`config.mk`:
```
export PLATFORM = sky130hd
export DESIGN_NAME = http_body_dechunker
export DESIGN_NICKNAME = d
export VERILOG_FILES = /design/src/rtl/core/hbd_pkg.sv /design/src/rtl/core/hbd_core.sv /design/src/rtl/core/http_body_dechunker.sv
export SDC_FILE = /design/constraint.sdc
export NUM_CORES = 1
export LEC_CHECK = 0
export BUFFER_PORTS_ARGS = -buffer_cell sky130_fd_sc_hd__buf_2
export CAP_MARGIN = 20
export CORE_MARGIN = 3
export CORE_UTILIZATION = 35
export CTS_BUF_LIST = sky130_fd_sc_hd__clkbuf_4 sky130_fd_sc_hd__clkbuf_8 sky130_fd_sc_hd__clkbuf_16
export CTS_CLUSTER_DIAMETER = 30
export CTS_CLUSTER_SIZE = 20
export DETAILED_ROUTE_END_ITERATION = 8
export PLACE_DENSITY = 0.59
export SLEW_MARGIN = 20
export SYNTH_ARGS = -nofsm -noshare
export SYNTH_HDL_FRONTEND = slang
export SYNTH_SLANG_ARGS = --single-unit
```
`constraint.sdc`:
```
create_clock -name aclk -period 4 [get_ports aclk]
set_input_delay 0.8 -clock aclk [delete_from_list [all_inputs] [get_ports aclk]]
set_output_delay 0.8 -clock aclk [all_outputs]
set_load 0.02 [all_outputs]
```
`src/rtl/core/hbd_pkg.sv`:
```
// ----------------------------------------------------------------------------
// hbd_pkg: shared definitions for the http body dechunker
// Counter width, register indexes, framing codes, byte constants and the
// result record passed from the decode core to the output register.
// ----------------------------------------------------------------------------
`default_nettype none

package hbd_pkg;

    // width of the length and chunk size counters (16 to 64)
    localparam int COUNT_BITS = 32;
    // width of the body_length register
    localparam int LEN_BITS   = 32;
    localparam int FRAME_BITS = 2;

    // configuration register indexes
    localparam logic [0:0] REG_FRAMING = 1'b0;
    localparam logic [0:0] REG_LENGTH  = 1'b1;

    // body framing codes
    localparam logic [FRAME_BITS-1:0] FRAME_NONE    = 2'd0;
    localparam logic [FRAME_BITS-1:0] FRAME_LENGTH  = 2'd1;
    localparam logic [FRAME_BITS-1:0] FRAME_CHUNKED = 2'd2;

    // input beat kinds (s_tuser)
    localparam logic MODE_START = 1'b0;
    localparam logic MODE_BYTE  = 1'b1;

    // line terminator bytes
    localparam logic [7:0] CH_CR = 8'h0D;
    localparam logic [7:0] CH_LF = 8'h0A;

    // bytes skipped after chunk data and after the last chunk line
    localparam logic [1:0] SKIP_COUNT = 2'd2;

    // bit positions in m_tuser
    localparam int TU_VALID  = 0;
    localparam int TU_BAD    = 1;
    localparam int TU_UNCONS = 2;
    localparam int TU_BITS   = 3;

    // one decoded result
    typedef struct packed {
        logic [7:0] out_byte;
        logic       out_valid;
        logic       done_res;
        logic       bad_size;
        logic       unconsumed;
    } res_t;

endpackage

`default_nettype wire

```
`src/rtl/core/hbd_core.sv`:
```
// ----------------------------------------------------------------------------
// hbd_core: per-byte body decode state and result logic
// Holds the parse state; computes the result of one input beat from that
// state and updates the state when the beat is stepped.
// ----------------------------------------------------------------------------
`default_nettype none

module hbd_core (
    input  wire                               aclk,
    input  wire                               aresetn,
    input  wire                               step,
    input  wire                               mode,
    input  wire [7:0]                         data_byte,
    input  wire [hbd_pkg::FRAME_BITS-1:0]     body_framing,
    input  wire [hbd_pkg::LEN_BITS-1:0]       body_length,
    output hbd_pkg::res_t                     res
);
    import hbd_pkg::*;

    // phase codes
    localparam logic [2:0] PH_DONE       = 3'd0;
    localparam logic [2:0] PH_LENGTH     = 3'd1;
    localparam logic [2:0] PH_SIZE       = 3'd2;
    localparam logic [2:0] PH_DATA       = 3'd3;
    localparam logic [2:0] PH_SKIP_CRLF  = 3'd4;
    localparam logic [2:0] PH_SKIP_TRAIL = 3'd5;
    localparam logic [2:0] PH_ERROR      = 3'd6;

    // hex digit decode: {is_hex, value}
    function automatic logic [4:0] hex_decode(input logic [7:0] c);
        logic [4:0] r;
        r = 5'd0;
        if (c >= 8'h30 && c <= 8'h39) begin
            r = {1'b1, 4'(c - 8'h30)};
        end else if (c >= 8'h61 && c <= 8'h66) begin
            r = {1'b1, 4'(c - 8'h57)};
        end else if (c >= 8'h41 && c <= 8'h46) begin
            r = {1'b1, 4'(c - 8'h37)};
        end
        return r;
    endfunction

    logic [2:0]            phase_reg,          phase_next;
    logic [COUNT_BITS-1:0] remaining_reg,      remaining_next;
    logic [COUNT_BITS-1:0] size_accum_reg,     size_accum_next;
    logic                  digit_seen_reg,     digit_seen_next;
    logic                  digits_stopped_reg, digits_stopped_next;
    logic                  saw_cr_reg,         saw_cr_next;
    logic [1:0]            skip_left_reg,      skip_left_next;
    logic                  error_flag_reg,     error_flag_next;

    logic [4:0]            hex;
    logic [LEN_BITS-1:0]   len_high;
    logic [COUNT_BITS-1:0] len_load;
    logic [COUNT_BITS-1:0] rem_dec;
    logic [1:0]            skip_dec;

    assign hex      = hex_decode(data_byte);
    // content length, saturated when the counter is narrower
    assign len_high = body_length >> COUNT_BITS;
    assign len_load = (len_high != '0) ? {COUNT_BITS{1'b1}} : COUNT_BITS'(body_length);
    assign rem_dec  = remaining_reg - COUNT_BITS'(1);
    assign skip_dec = skip_left_reg - 2'd1;

    // next state and result for the current beat
    always_comb begin
        phase_next          = phase_reg;
        remaining_next      = remaining_reg;
        size_accum_next     = size_accum_reg;
        digit_seen_next     = digit_seen_reg;
        digits_stopped_next = digits_stopped_reg;
        saw_cr_next         = saw_cr_reg;
        skip_left_next      = skip_left_reg;
        error_flag_next     = error_flag_reg;
        res                 = '0;

        if (mode == MODE_START) begin
            error_flag_next     = 1'b0;
            skip_left_next      = 2'd0;
            remaining_next      = '0;
            size_accum_next     = '0;
            digit_seen_next     = 1'b0;
            digits_stopped_next = 1'b0;
            saw_cr_next         = 1'b0;
            if (body_framing == FRAME_LENGTH && body_length != '0) begin
                remaining_next = len_load;
                phase_next     = PH_LENGTH;
            end else if (body_framing == FRAME_CHUNKED) begin
                phase_next = PH_SIZE;
            end else begin
                phase_next   = PH_DONE;
                res.done_res = 1'b1;
            end
        end else begin
            unique case (phase_reg)
                PH_LENGTH: begin
                    res.out_byte   = data_byte;
                    res.out_valid  = 1'b1;
                    remaining_next = rem_dec;
                    if (rem_dec == '0) begin
                        phase_next   = PH_DONE;
                        res.done_res = 1'b1;
                    end
                end
                PH_SIZE: begin
                    if (saw_cr_reg && data_byte == CH_LF) begin
                        // end of size line
                        if (!digit_seen_reg) begin
                            phase_next      = PH_ERROR;
                            error_flag_next = 1'b1;
                            res.bad_size    = 1'b1;
                        end else if (size_accum_reg == '0) begin
                            phase_next     = PH_SKIP_TRAIL;
                            skip_left_next = SKIP_COUNT;
                        end else begin
                            remaining_next = size_accum_reg;
                            phase_next     = PH_DATA;
                        end
                    end else begin
                        saw_cr_next = (data_byte == CH_CR);
                        if (!digits_stopped_reg) begin
                            if (hex[4]) begin
                                // a digit that would carry past the counter
                                if (size_accum_reg[COUNT_BITS-1 -: 4] != 4'd0) begin
                                    phase_next      = PH_ERROR;
                                    error_flag_next = 1'b1;
                                    res.bad_size    = 1'b1;
                                end else begin
                                    size_accum_next = {size_accum_reg[COUNT_BITS-5:0],
                                                       hex[3:0]};
                                    digit_seen_next = 1'b1;
                                end
                            end else if (!digit_seen_reg) begin
                                phase_next      = PH_ERROR;
                                error_flag_next = 1'b1;
                                res.bad_size    = 1'b1;
                            end else begin
                                // start of a size line extension
                                digits_stopped_next = 1'b1;
                            end
                        end
                    end
                end
                PH_DATA: begin
                    res.out_byte   = data_byte;
                    res.out_valid  = 1'b1;
                    remaining_next = rem_dec;
                    if (rem_dec == '0) begin
                        phase_next     = PH_SKIP_CRLF;
                        skip_left_next = SKIP_COUNT;
                    end
                end
                PH_SKIP_CRLF: begin
                    skip_left_next = skip_dec;
                    if (skip_dec == 2'd0) begin
                        phase_next          = PH_SIZE;
                        size_accum_next     = '0;
                        digit_seen_next     = 1'b0;
                        digits_stopped_next = 1'b0;
                        saw_cr_next         = 1'b0;
                    end
                end
                PH_SKIP_TRAIL: begin
                    skip_left_next = skip_dec;
                    if (skip_dec == 2'd0) begin
                        phase_next   = PH_DONE;
                        res.done_res = 1'b1;
                    end
                end
                default: begin
                    res.unconsumed = 1'b1;
                    res.bad_size   = error_flag_reg;
                end
            endcase
        end
    end

    // state registers
    always_ff @(posedge aclk) begin
        if (!aresetn) begin
            phase_reg          <= PH_DONE;
            remaining_reg      <= '0;
            size_accum_reg     <= '0;
            digit_seen_reg     <= 1'b0;
            digits_stopped_reg <= 1'b0;
            saw_cr_reg         <= 1'b0;
            skip_left_reg      <= 2'd0;
            error_flag_reg     <= 1'b0;
        end else if (step) begin
            phase_reg          <= phase_next;
            remaining_reg      <= remaining_next;
            size_accum_reg     <= size_accum_next;
            digit_seen_reg     <= digit_seen_next;
            digits_stopped_reg <= digits_stopped_next;
            saw_cr_reg         <= saw_cr_next;
            skip_left_reg      <= skip_left_next;
            error_flag_reg     <= error_flag_next;
        end
    end

endmodule

`default_nettype wire

```
`src/rtl/core/http_body_dechunker.sv`:
```
// ----------------------------------------------------------------------------
// http_body_dechunker: streaming http/1.1 message body decoder
// Takes one received byte per beat and returns one result beat per input
// beat: payload byte with flags for completion, bad chunk size and bytes
// that fall outside the body.
//
//   channel | direction | beat carries
//   --------+-----------+----------------------------------------------
//   s_      | in        | tuser: mode, tdata: data_byte
//   m_      | out       | tdata: out_byte, tlast: done_res,
//           |           | tuser: out_valid, bad_size, unconsumed
//   cfg_    | in        | index 0 body_framing, index 1 body_length
//
// An input beat goes through the input register, then decode into the
// result register. One beat per cycle is sustained while m_tready is high;
// the decode state update for one byte is a single shift-add and counter step.
// Reset (aresetn low, synchronous) clears the parse state, both beat valid
// flags and the configuration registers. A stalled m_ side holds the
// result register and then the input register, after which s_tready drops.
// ----------------------------------------------------------------------------
`default_nettype none

module http_body_dechunker (
    input  wire                              aclk,
    input  wire                              aresetn,
    // input stream
    input  wire                              s_tvalid,
    output logic                             s_tready,
    input  wire  [7:0]                       s_tdata,   // [7:0] data_byte
    input  wire  [0:0]                       s_tuser,   // [0] mode
    // result stream
    output logic                             m_tvalid,
    input  wire                              m_tready,
    output logic [7:0]                       m_tdata,   // [7:0] out_byte
    output logic                             m_tlast,   // done_res
    output logic [hbd_pkg::TU_BITS-1:0]      m_tuser,   // [0] out_valid [1] bad_size
                                                        // [2] unconsumed
    // configuration writes
    input  wire                              cfg_valid,
    output logic                             cfg_ready,
    input  wire  [0:0]                       cfg_index,
    input  wire  [hbd_pkg::LEN_BITS-1:0]     cfg_data
);
    import hbd_pkg::*;

    logic                  in_valid_reg;
    logic                  in_mode_reg;
    logic [7:0]            in_byte_reg;
    logic                  out_valid_reg;
    res_t                  out_res_reg;
    logic [FRAME_BITS-1:0] body_framing_reg;
    logic [LEN_BITS-1:0]   body_length_reg;
    logic                  step;
    res_t                  res;

    // decode fires when the result register is free or being drained
    assign step      = in_valid_reg && (!out_valid_reg || m_tready);
    assign s_tready  = !in_valid_reg || step;
    assign cfg_ready = 1'b1;

    // configuration registers
    always_ff @(posedge aclk) begin
        if (!aresetn) begin
            body_framing_reg <= FRAME_NONE;
            body_length_reg  <= '0;
        end else if (cfg_valid) begin
            unique case (cfg_index)
                REG_FRAMING: body_framing_reg <= cfg_data[FRAME_BITS-1:0];
                REG_LENGTH:  body_length_reg  <= cfg_data;
                default:     body_length_reg  <= body_length_reg;
            endcase
        end
    end

    // input beat register
    always_ff @(posedge aclk) begin
        if (!aresetn) begin
            in_valid_reg <= 1'b0;
        end else if (s_tready) begin
            in_valid_reg <= s_tvalid;
        end
    end

    always_ff @(posedge aclk) begin
        if (s_tready && s_tvalid) begin
            in_mode_reg <= s_tuser[0];
            in_byte_reg <= s_tdata;
        end
    end

    hbd_core u_core (
        .aclk         (aclk),
        .aresetn      (aresetn),
        .step         (step),
        .mode         (in_mode_reg),
        .data_byte    (in_byte_reg),
        .body_framing (body_framing_reg),
        .body_length  (body_length_reg),
        .res          (res)
    );

    // result beat register
    always_ff @(posedge aclk) begin
        if (!aresetn) begin
            out_valid_reg <= 1'b0;
        end else if (step) begin
            out_valid_reg <= 1'b1;
        end else if (m_tready) begin
            out_valid_reg <= 1'b0;
        end
    end

    always_ff @(posedge aclk) begin
        if (step) begin
            out_res_reg <= res;
        end
    end

    assign m_tvalid           = out_valid_reg;
    assign m_tdata            = out_res_reg.out_byte;
    assign m_tlast            = out_res_reg.done_res;
    assign m_tuser[TU_VALID]  = out_res_reg.out_valid;
    assign m_tuser[TU_BAD]    = out_res_reg.bad_size;
    assign m_tuser[TU_UNCONS] = out_res_reg.unconsumed;

endmodule

`default_nettype wire

```
==> results of run 1 <==
## layout by cell type (no fill, tap or decap), types with 9 or more instances in the layout
cell type	netlist	layout
nand2_1	125	125
dfxtp_1	109	109
a21oi_1	104	104
nor2_1	84	81
buf_2	5	60
nand3_1	44	44
a211oi_1	35	35
nor4_1	27	27
o21ai_0	22	22
edfxtp_1	21	21
clkbuf_16	0	17
buf_4	1	16
nor3_1	15	15
inv_1	14	14
nand4_1	14	14
a311oi_1	12	12
xor2_1	10	10
and2_1	10	9
or3_1	9	9
xnor2_1	9	9
## per-stage QoR
stage / hold WS (ns) / setup WS, ns / power, uW / instances / util
finish: 0.454 / 0.643 / 3540 / 1102 / 0.420
detailed placement: 0.445 / 0.685 / 2010 / 1070 / 0.388
global route: 0.492 / 0.382 / 3690 / 1102 / 0.420
global placement: 0.436 / 0.723 / 2010 / 1070 / 0.388
floorplan: 0.428 / 1.33 / 1850 / 824 / -
CTS: 0.455 / 0.700 / 3560 / 1102 / 0.420
## final cells by class
type | instances | share of cell area
multi-input cells | 620 | 0.458
clock buffers | 17 | 0.0554
clock inverters | 15 | 0.0209
well taps | 229 | 0.0373
inverters | 15 | 0.00734
repair buffers | 76 | 0.0548
flip-flops and latches | 130 | 0.366
## worst max-delay path, stage by stage, from the launching register on
cell     delay (ns)
dfxtp_1        0.37
nor4_2         0.85
nand3_1        0.45
o31ai_1        0.40
nand4_1        0.15
nor4_2         0.55
a21oi_1        0.15
o311a_1        0.34
## routing by layer
layer	routed length [um]	global-route usage	vias up
met5	0	0	-
met4	329	0.0520	0
met3	1070	0.0449	36
met2	8470	0.284	200
met1	9140	0.268	2931
li1	-	-	3080
## report_power, final
group | leakage, uW | switching [uW] | internal (uW)
clock | 0.000270 | 631 | 920
sequential | 0.00109 | 65.1 | 1380
combinational | 0.00132 | 346 | 197
## path summary, 6_finish.rpt
kind	to	from	depth (start not counted)	slack, ns
setup / recovery	u_core.phase_reg[0]	u_core.remaining_reg[5]	7	0.64
hold / removal	u_core.saw_cr_reg	u_core.saw_cr_reg	2	0.45
setup reg to reg	u_core.phase_reg[0]	u_core.remaining_reg[5]	7	0.64
hold reg to reg	u_core.saw_cr_reg	u_core.saw_cr_reg	2	0.45
## cells by family (layout without fill, tap and decap cells)
group,count (synthesis),count (layout),synth area share
xor gates and xnor gates,19,19,0.0252
DFF,130,130,0.426
buffers and inverters,74,123,0.0447
and+or+nand+nor,363,363,0.266
adders and majority gates,7,7,0.0133
other,1,1,0.000568
muxes,7,7,0.0112
AOI/OAI and AO/OA,223,223,0.213
==> PnR_summary.wiki, run 1 <==
{| class="wikitable"
! Metric !! Value
|-
| Leftover overflow at the end of global routing || 0
|-
| Nets@finish || 914
|-
| Max-cap violations || 0
|-
| Routed Wire Length || 19000 um
|-
| Yosys warns || 0
|-
| Netlist cell types || 69
|-
| I/O pin total || 62
|-
| Count of TritonRoute iterations in the first routing pass || 5
|-
| Startpoint type of the worst setup path || flip-flop
|-
| Final Cycle Share || 0.839
|-
| Antenna Violating Nets Remaining || 0
|-
| Mean Syn Cell Area || 8.02 um2
|-
| Setup clock skew after layout || 0.00895 ns
|-
| Clock root buffer || clkbuf_16
|-
| Top fanout value on the critical path || 12
|-
| Sequential fraction of the synthesis area || 0.426
|-
| Final worst path period need || 3.36 ns
|-
| Maximum clock rate || 0.298 GHz
|-
| Worst EP required || 4.32 ns
|-
| Worst-margin pin slew || 1.04 ns
|-
| Slew Viols, Final || 0
|-
| Data arrival time at the worst-slack endpoint || 3.68 ns
|-
| Synthesized cell area || 0.00661 mm2
|-
| Worst slew margin relative to its limit || 0.304
|-
| Pin count of the biggest net entering global routing || 38
|-
| Vias || 6247
|-
| Design Area, Final || 0.00767 mm2
|-
| Flip-flop and latch area || 0.00281 mm2
|-
| Source-to-sink clock delay at the later pin of the worst-skew pair || 0.43 ns
|-
| Filler instances || 1867
|-
| Number of hold-slack violations in the final timing report || 0
|-
| Multi-input logic area || 0.00351 mm2
|-
| Number of antenna violations at the first check in global routing || 0
|-
| Sinks on Clock Net || 130
|-
| Post-CTS setup repair buffer count || 0
|-
| Synth area leaders || dfxtp_1 (33%), edfxtp_1 (9.5%), a21oi_1 (7.9%)
|-
| GPL Wtd Cong || 0.880
|-
| DR iter-0 viols || 572
|-
| Die Footprint || 0.0206 mm2
|-
| Power density over the cells || 461 mW/mm2
|-
| Cells after Synth || 824
|-
| Proportion of netlist area held by the largest area contributor || 0.330
|-
| Initial standard-cell utilization of the core || 0.362
|-
| Fraction of registers with async set/reset || 0
|-
| Number of instances resized during post-cts repair || 0
|-
| Area leader, netlist || dfxtp_1
|-
| Detail-routed net length per standard cell || 17.2 um
|-
| Detailed placement HPWL || 13400 um
|-
| Setup repair after global routing missed its margin || false
|-
| Max Buffers Root-to-Sink || 2
|-
| Number of buffer cells added on primary ports || 60
|-
| Setup-failing EPs final || 0
|-
| Type of the worst setup path || reg2reg
|-
| Total routing resource utilization after global routing || 0.188
|-
| Synthesis-to-layout area growth || 16.2%
|-
| Final-layout setup total negative slack || 0 ns
|-
| Flip-flop and latch count after synthesis || 130
|-
| Drt via density || 5.67
|-
| Crit. End Element || flip-flop
|-
| Vertical die dimension || 143 um
|-
| Lkg Pwr || 0.00267 uW
|-
| Core Box Area || 0.0183 mm2
|-
| First-pass GRT wire length || 30600 um
|-
| EDFF count, synth || 21
|-
| CTS tree || built
|-
| CTS H-tree depth || 4
|-
| Top_reg_cell synth || dfxtp_1
|-
| Worst-case vdd ir drop || 0.326 mV
|-
| Clock transition at the registers of the reported paths || 0.06 ns
|-
| Commonest cells post-synth || nand2_1 (125), dfxtp_1 (109), a21oi_1 (104), nor2_1 (84), clkbuf_1 (48)
|-
| Vias in the first global route || 5687
|-
| Number of hold buffers added after CTS || 0
|-
| Die Width || 143 um
|-
| Total CTS buffers || 17
|-
| Hold Crit Class || reg2reg
|-
| Post-Place Cell Area || 0.00709 mm2
|-
| Ant diodes || 0
|-
| Post-Syn Nets || 878
|-
| Drc violations || 0
|-
| Standard-cell rows || 49
|-
| Fraction of final layout cells sized beyond drive strength 1 || 0.149
|-
| Most frequent cell after synthesis || nand2_1
|-
| Status || finished, final reports clean
|}
(Power assumes the default switching activity.)
==> run 2, diff against run 1 <==
--- a/config.mk
+++ b/config.mk
@@ -5,6 +5,7 @@
 export SDC_FILE = /design/constraint.sdc
 export NUM_CORES = 1
 export LEC_CHECK = 0
+export ABC_AREA = 1
 export BUFFER_PORTS_ARGS = -buffer_cell sky130_fd_sc_hd__buf_2
 export CAP_MARGIN = 20
 export CORE_MARGIN = 3
==> constraint.sdc (replaced) <==
create_clock -name aclk -period 3.3 [get_ports aclk]
set_input_delay 0.66 -clock aclk [delete_from_list [all_inputs] [get_ports aclk]]
set_output_delay 0.66 -clock aclk [all_outputs]
set_load 0.02 [all_outputs]
==> run 2 against run 1 <==
Non-clock buffer count decreased by 5. Global-route usage increased by 1.2 points. Die area increased by 5.8%. Clock power increased by 29%. Register-to-register slack got worse by 0.05 ns. Final cell count increased by 25%. Routed wire length increased by 13%. Sequential power increased by 22%. Combinational power increased by 79%. Via count increased by 13%. Maximum frequency increased by 24%. Synthesized cell count increased by 29%. Highest routed layer unchanged.
==> PnR_summary.wiki, run 2 <==
{| class="wikitable"
! Metric !! Value
|-
| Post-CTS setup repair buffer count || 0
|-
| Vias in the first global route || 6565
|-
| Hold Crit Class || in2reg
|-
| Lkg Pwr || 0.00340 uW
|-
| Max-cap violations || 0
|-
| Die Width || 148 um
|-
| Fraction of final layout cells sized beyond drive strength 1 || 0.123
|-
| Worst-path cell chain || inv_1 > ha_1 > nand2_2 > nor2_2 > nand2_1 > nand2_1 > nand2_1 > nor2_1 > nand2_1 > nor3_1 > nand3_1 > nand2_1 > nand2_2 > nand2_1 > nand2_1 > nor2_1
|-
| Ant diodes || 0
|-
| Standard-cell rows || 51
|-
| Commonest cells post-synth || nand2_1 (243), nor2_1 (217), dfxtp_1 (109), o21ai_0 (105), a21oi_1 (81)
|-
| Worst-case vdd ir drop || 0.345 mV
|-
| Cells after Synth || 1060
|-
| Most frequent cell after synthesis || nand2_1
|-
| Worst Hold End || in_mode_reg
|-
| Bufs and invs on worst path || 1
|-
| Startpoint type of the worst setup path || flip-flop
|-
| Number of buffer cells added on primary ports || 60
|-
| Vias || 7056
|-
| Total power || 4740 uW
|-
| Worst EP required || 3.66 ns
|-
| EDFF count, synth || 21
|-
| Gate family responsible for the most delay along the worst path || simple AND/OR/NAND/NOR gates
|-
| Area leader, netlist || dfxtp_1
|-
| Number of antenna violations at the first check in global routing || 0
|-
| Clock root buffer || clkbuf_16
|-
| Pin count of the biggest net entering global routing || 56
|-
| Worst slew margin relative to its limit || 0.366
|-
| Yosys warns || 0
|-
| Maximum clock rate || 0.370 GHz
|-
| Initial standard-cell utilization of the core || 0.358
|-
| Leftover overflow at the end of global routing || 0
|-
| Total CTS buffers || 17
|-
| Number of hold-slack violations in the final timing report || 0
|-
| FF-to-FF End || u_core.skip_left_reg[0]
|-
| Synth area leaders || dfxtp_1 (31%), nand2_1 (13%), nor2_1 (12%)
|-
| Setup repair after global routing missed its margin || false
|-
| Max Buffers Root-to-Sink || 2
|-
| Sequential fraction of the synthesis area || 0.401
|-
| Total routing resource utilization after global routing || 0.200
|-
| Detailed placement HPWL || 16100 um
|-
| Setup-failing EPs final || 0
|-
| Status || finished, final reports clean
|-
| Detail-routed net length per standard cell || 15.5 um
|-
| Worst stage delay on the critical path || 0.38 ns
|-
| Worst-margin pin slew || 0.950 ns
|-
| Synthesis-to-layout area growth || 16.0%
|-
| Worst Setup SP || u_core.remaining_reg[0]
|-
| Clock transition at the registers of the reported paths || 0.06 ns
|-
| Mean Syn Cell Area || 6.61 um2
|-
| Die Footprint || 0.0218 mm2
|-
| Type of the worst setup path || reg2reg
|-
| Setup clock skew after layout || 0.0102 ns
|-
| Final Cycle Share || 0.820
|-
| Cell type with the highest occurrence count on the critical path || nand2_1
|-
| Synthesized cell area || 0.00701 mm2
|-
| Routed Wire Length || 21500 um
|-
| Fraction of registers with async set/reset || 0
|-
| Slew Viols, Final || 0
|-
| Most frequent cells in the layout || nand2_1 (243), nor2_1 (217), dfxtp_1 (109)
|-
| Drc violations || 0
|-
| Count of TritonRoute iterations in the first routing pass || 5
|-
| Top_reg_cell synth || dfxtp_1
|-
| DR iter-0 viols || 567
|-
| Number of hold buffers added after CTS || 0
|-
| Flip-flop and latch count after synthesis || 130
|-
| Final worst path period need || 2.71 ns
|-
| Crit. End Element || flip-flop
|-
| Netlist cell types || 40
|-
| Data arrival time at the worst-slack endpoint || 3.07 ns
|-
| Hold-critical path depth || 1
|-
| CTS H-tree depth || 4
|-
| Proportion of netlist area held by the largest area contributor || 0.311
|-
| GPL Wtd Cong || 0.939
|-
| Source-to-sink clock delay at the later pin of the worst-skew pair || 0.43 ns
|-
| Setup slack, reg-to-reg || 0.59 ns
|-
| Post-Syn Nets || 1114
|-
| Core Box Area || 0.0196 mm2
|-
| Nets@finish || 1158
|-
| First-pass GRT wire length || 34700 um
|-
| Power density over the cells || 583 mW/mm2
|-
| Hold_sp || s_tuser
|-
| Most common cell after layout, fill and taps aside || nand2_1
|-
| Antenna Violating Nets Remaining || 0
|-
| Drt via density || 5.11
|-
| Sinks on Clock Net || 130
|-
| Slowest-stage cell, CP || nor2_2
|-
| I/O pin total || 62
|-
| Number of instances resized during post-cts repair || 0
|-
| Top fanout value on the critical path || 11
|-
| Vertical die dimension || 148 um
|-
| Final-layout setup total negative slack || 0 ns
|-
| Critical register-to-register path startpoint || u_core.remaining_reg[0]
|-
| Cells on worst reg2reg path || 16
|-
| CTS tree || built
|}
## run 2: changes by cell type in the layout (fill, tap and decap cells not counted), moves of 12 or more
cell	delta
nand2_1	+118
a311oi_1	-12
nor4_1	-14
nor2_1	+136
a211oi_1	-35
o21ai_0	+83
a21oi_1	-23
inv_1	+65
a31oi_1	+12
## run 2: layout make-up
cell class	count	area, um2
clock buffers	17	425
clock inverters	15	198
fillers	2117	11500
inverters	87	327
multi-input cells	797	3650
flip-flops and latches	130	2810
well taps	265	332
repair buffers	71	383
## run 2: how the worst max path moves through the flow
stage                                           to  cells past startpoint
after floorplan           u_core.remaining_reg[21]                     10
after global placement     u_core.skip_left_reg[0]                     16
after detailed placement   u_core.skip_left_reg[0]                     16
after CTS                  u_core.skip_left_reg[0]                     16
after global routing       u_core.skip_left_reg[1]                     16
final                      u_core.skip_left_reg[0]                     16
## run 2: cells by family (layout without fill, tap and decap cells)
| logic type | Yosys count | count (layout) | share of synthesized area |
|---|---|---|---|
| AO/OA/AOI/OAI | 225 | 225 | 0.169 |
| XOR/XNOR | 2 | 2 | 0.00250 |
| adder cells (fa/ha/maj) | 7 | 7 | 0.0125 |
| buffers and inverters | 133 | 190 | 0.0775 |
| flip-flops | 130 | 130 | 0.401 |
| other | 1 | 1 | 0.000535 |
| AND/OR/NAND/NOR | 562 | 562 | 0.336 |
## run 2: worst register-to-register path, stage by stage (launching register included)
cell and delay, ns:
dfxtp_1 0.35, inv_1 0.14, ha_1 0.27, nand2_2 0.11, nor2_2 0.38, nand2_1 0.19, nand2_1 0.10, nand2_1 0.07
nor2_1 0.10, nand2_1 0.05, nor3_1 0.30, nand3_1 0.19, nand2_1 0.11, nand2_2 0.08, nand2_1 0.07, nand2_1 0.04
nor2_1 0.10
## run 2: stage by stage
stage	util	area (um2)	hold WS (ns)	cells	setup slack, ns
6_report	0.415	8130	0.403	1382	0.594
5_1_grt	0.415	8130	0.389	1382	0.252
4_1_cts	0.415	8130	0.387	1382	0.650
3_5_place_dp	0.383	7510	0.460	1350	0.677
3_3_place_gp	0.383	7510	0.455	1350	0.677
2_1_floorplan	-	7010	0.438	1060	1.26
## run 2: power breakdown
group          total, uW  switching, uW  internal (uW)
Sequential          1770           79.9           1690
Clock               2000            789           1210
Combinational        968            667            301
## run 2: metal layers
metal  wire length, um  share of wire  GRT usage  up-vias
li1                  -              -          -     3567
met1             10400           0.48      0.287     3235
met2              9330           0.43      0.297      220
met3              1280          0.060     0.0414       34
met4               483          0.022     0.0727        0
met5                 0              0          0        -
==> run 3, diff against run 2 <==
--- a/config.mk
+++ b/config.mk
@@ -5,7 +5,7 @@
 export SDC_FILE = /design/constraint.sdc
 export NUM_CORES = 1
 export LEC_CHECK = 0
-export ABC_AREA = 1
+export ABC_AREA = 0
 export BUFFER_PORTS_ARGS = -buffer_cell sky130_fd_sc_hd__buf_2
 export CAP_MARGIN = 20
 export CORE_MARGIN = 3
@@ -14,7 +14,7 @@
 export CTS_CLUSTER_DIAMETER = 30
 export CTS_CLUSTER_SIZE = 20
 export DETAILED_ROUTE_END_ITERATION = 8
-export PLACE_DENSITY = 0.59
+export PLACE_DENSITY = 0.61
 export SLEW_MARGIN = 20
 export SYNTH_ARGS = -nofsm -noshare
 export SYNTH_HDL_FRONTEND = slang
==> constraint.sdc (replaced) <==
create_clock -name aclk -period 2.2 [get_ports aclk]
set_input_delay 0.44 -clock aclk [delete_from_list [all_inputs] [get_ports aclk]]
set_output_delay 0.44 -clock aclk [all_outputs]
set_load 0.02 [all_outputs]
==> run 3 against run 2 <==
The flow now finishes with violations (setup timing). Via count increased by 2.0%. Worst setup slack got worse by 0.96 ns. Utilization increased by 15 points. Combinational power increased by 82%. Count of clock-buffer cells in the layout unchanged. Sequential power increased by 47%. Hold slack got worse by 0.22 ns. Die area decreased by 5.5%.
==> PnR_summary.wiki, run 3 (synthesized netlist as in run 1, its figures left out) <==
{| class="wikitable"
! Metric !! Value
|-
| Setup clock skew after layout || 0.00990 ns
|-
| Antenna Violating Nets Remaining || 0
|-
| Worst Setup SP || u_core.remaining_reg[1]
|-
| First-pass GRT wire length || 37100 um
|-
| Final Cycle Share || 1.17
|-
| Most frequent cells in the layout || buf_4 (132), nand2_1 (114), dfxtp_1 (103)
|-
| Ant diodes || 0
|-
| Sinks on Clock Net || 130
|-
| Multi-input logic area || 0.00458 mm2
|-
| Core Box Area || 0.0183 mm2
|-
| Die Width || 143 um
|-
| Vertical die dimension || 143 um
|-
| Source-to-sink clock delay at the later pin of the worst-skew pair || 0.43 ns
|-
| Worst-path cell chain || inv_2 > ha_4 > or4b_4 > or4b_4 > a21oi_4 > o2111ai_4 > nor3_2 > a21oi_1 > o311a_1
|-
| Top fanout value on the critical path || 3
|-
| Count of placed standard cells including taps || 1185
|-
| Worst EP required || 2.51 ns
|-
| Filler instances || 1588
|-
| Nets@finish || 1065
|-
| Total CTS buffers || 17
|-
| Crit. End Element || flip-flop
|-
| Fraction of final layout cells sized beyond drive strength 1 || 0.452
|-
| Drc violations || 0
|-
| Synthesis-to-layout area growth || 55.3%
|-
| Hold Crit Class || in2reg
|-
| Data arrival time at the worst-slack endpoint || 2.88 ns
|-
| Max Buffers Root-to-Sink || 2
|-
| Routed Wire Length || 24000 um
|-
| Cell type with the highest occurrence count on the critical path || or4b_4
|-
| Number of antenna violations at the first check in global routing || 0
|-
| Number of hold buffers added after CTS || 0
|-
| Vias in the first global route || 6874
|-
| Leftover overflow at the end of global routing || 0
|-
| Worst-case vdd ir drop || 0.527 mV
|-
| Number of hold-slack violations in the final timing report || 0
|-
| Type of the worst setup path || reg2reg
|-
| Count of TritonRoute iterations in the first routing pass || 5
|-
| Clock root buffer || clkbuf_16
|-
| Worst slew margin relative to its limit || 0.419
|-
| Filler-free cell count of the finished design || 1253
|-
| DR iter-0 viols || 633
|-
| Worst stage delay on the critical path || 0.51 ns
|-
| Setup-failing EPs final || 73
|-
| Number of buffer cells added on primary ports || 60
|-
| I/O pin total || 62
|-
| Failing checks || setup timing
|-
| Standard-cell rows || 49
|-
| Detailed placement HPWL || 15100 um
|-
| Met3 Routed Length || 1390 um
|-
| Top sig layer || met4
|-
| Crit path setup slack, layout || -0.365 ns
|-
| Vias || 7200
|-
| Flip-flop and latch area || 0.00282 mm2
|-
| Lkg Pwr || 0.00372 uW
|-
| CTS H-tree depth || 4
|-
| Worst-margin pin slew || 0.872 ns
|-
| Status || complete, but fails checks
|-
| Pin count of the biggest net entering global routing || 47
|-
| Hold_sp || s_tdata[5]
|-
| Post-Place Cell Area || 0.00811 mm2
|-
| Max-cap violations || 0
|-
| Most common cell after layout, fill and taps aside || buf_4
|-
| GPL Wtd Cong || 0.948
|-
| Worst setup slack after placement || -0.436 ns
|-
| Critical register-to-register path startpoint || u_core.remaining_reg[1]
|-
| Detailed-routing wirelength on met1 || 10200 um
|-
| Total power || 7090 uW
|-
| Startpoint type of the worst setup path || flip-flop
|-
| Final worst path period need || 2.57 ns
|-
| CTS tree || built
|-
| Design Area, Final || 0.0103 mm2
|-
| Slowest-stage cell, CP || or4b_4
|-
| Power density over the cells || 691 mW/mm2
|-
| Drt via density || 5.75
|-
| Maximum clock rate || 0.390 GHz
|-
| Total routing resource utilization after global routing || 0.230
|-
| Routed wire length on met2 || 11500 um
|-
| Setup repair after global routing missed its margin || true
|-
| Die Footprint || 0.0206 mm2
|-
| Detail-routed net length per standard cell || 19.2 um
|-
| Initial standard-cell utilization of the core || 0.362
|-
| Clock transition at the registers of the reported paths || 0.06 ns
|-
| Slew Viols, Final || 0
|}
==> run 3: changes by cell type in the layout (fill, tap and decap cells not counted), sizes merged, moves of 12 or more <==
cell    previous run  this run
buf               71       225
nor2             232        84
nand2            250       125
o21ai            113        23
inv               92        20
a211oi             0        35
a21oi             81       105
nor4              13        31
a311oi             0        12
a31oi             18         6
==> run 3: per-stage QoR <==
| stage | setup TNS [ns] | hold slack (ns) | utilization |
|---|---|---|---|
| after floorplan | -1.35 | 0.428 | - |
| after global placement | -10.14 | 0.436 | 0.444 |
| after detailed placement | -12.14 | 0.460 | 0.444 |
| after CTS | -9.44 | 0.173 | 0.535 |
| after global routing | -15.91 | 0.177 | 0.561 |
| final | -9.26 | 0.185 | 0.561 |
==> run 3: final timing paths <==
check	endpoint	slack, ns	cells after the start
worst min register to register	u_core.skip_left_reg[1]	0.46	2
worst max-delay path	u_core.phase_reg[0]	-0.37	9
worst max register to register	u_core.phase_reg[0]	-0.37	9
worst min-delay path	in_byte_reg[5]	0.19	1
==> run 3: metal layers <==
metal,up-vias,global-route usage
met5,-,0
met4,0,0.103
met3,75,0.0393
met2,326,0.372
met1,3396,0.301
li1,3403,-
==> run 3: layout make-up <==
cell class / instances / area share
Sequential cell: 130 / 0.275
Clock inverter: 15 / 0.0128
Multi-Input combinational cell: 620 / 0.446
Inverter: 15 / 0.00573
Timing Repair Buffer: 227 / 0.191
Tap cell: 229 / 0.0279
Clock buffer: 17 / 0.0415
==> run 3: what timing repair did <==
item / in CTS / in global routing
endpoints found under the hold margin: 0 / 0
setup endpoints to repair: 73 / 74
setup buffers: 24 / 11
gates cloned: 11 / 2
pin swaps: 67 / 60
gates resized for setup: 150 / 103
==> run 3: worst max-delay path: cells and delay by family, from the launching register on <==
| family | cells | cell delay [ns] |
|---|---|---|
| AND/OR/NAND/NOR | 3 | 1.16 |
| adder cells (fa/ha/maj) | 1 | 0.14 |
| flip-flops | 1 | 0.32 |
| buffers and inverters | 1 | 0.07 |
| AO/OA/AOI/OAI | 4 | 0.75 |
==> run 3: where the power goes <==
part | total (uW) | switching (uW) | internal (uW)
sequential | 2610 | 96.8 | 2520
combinational | 1760 | 966 | 798
clock | 2710 | 1150 | 1560
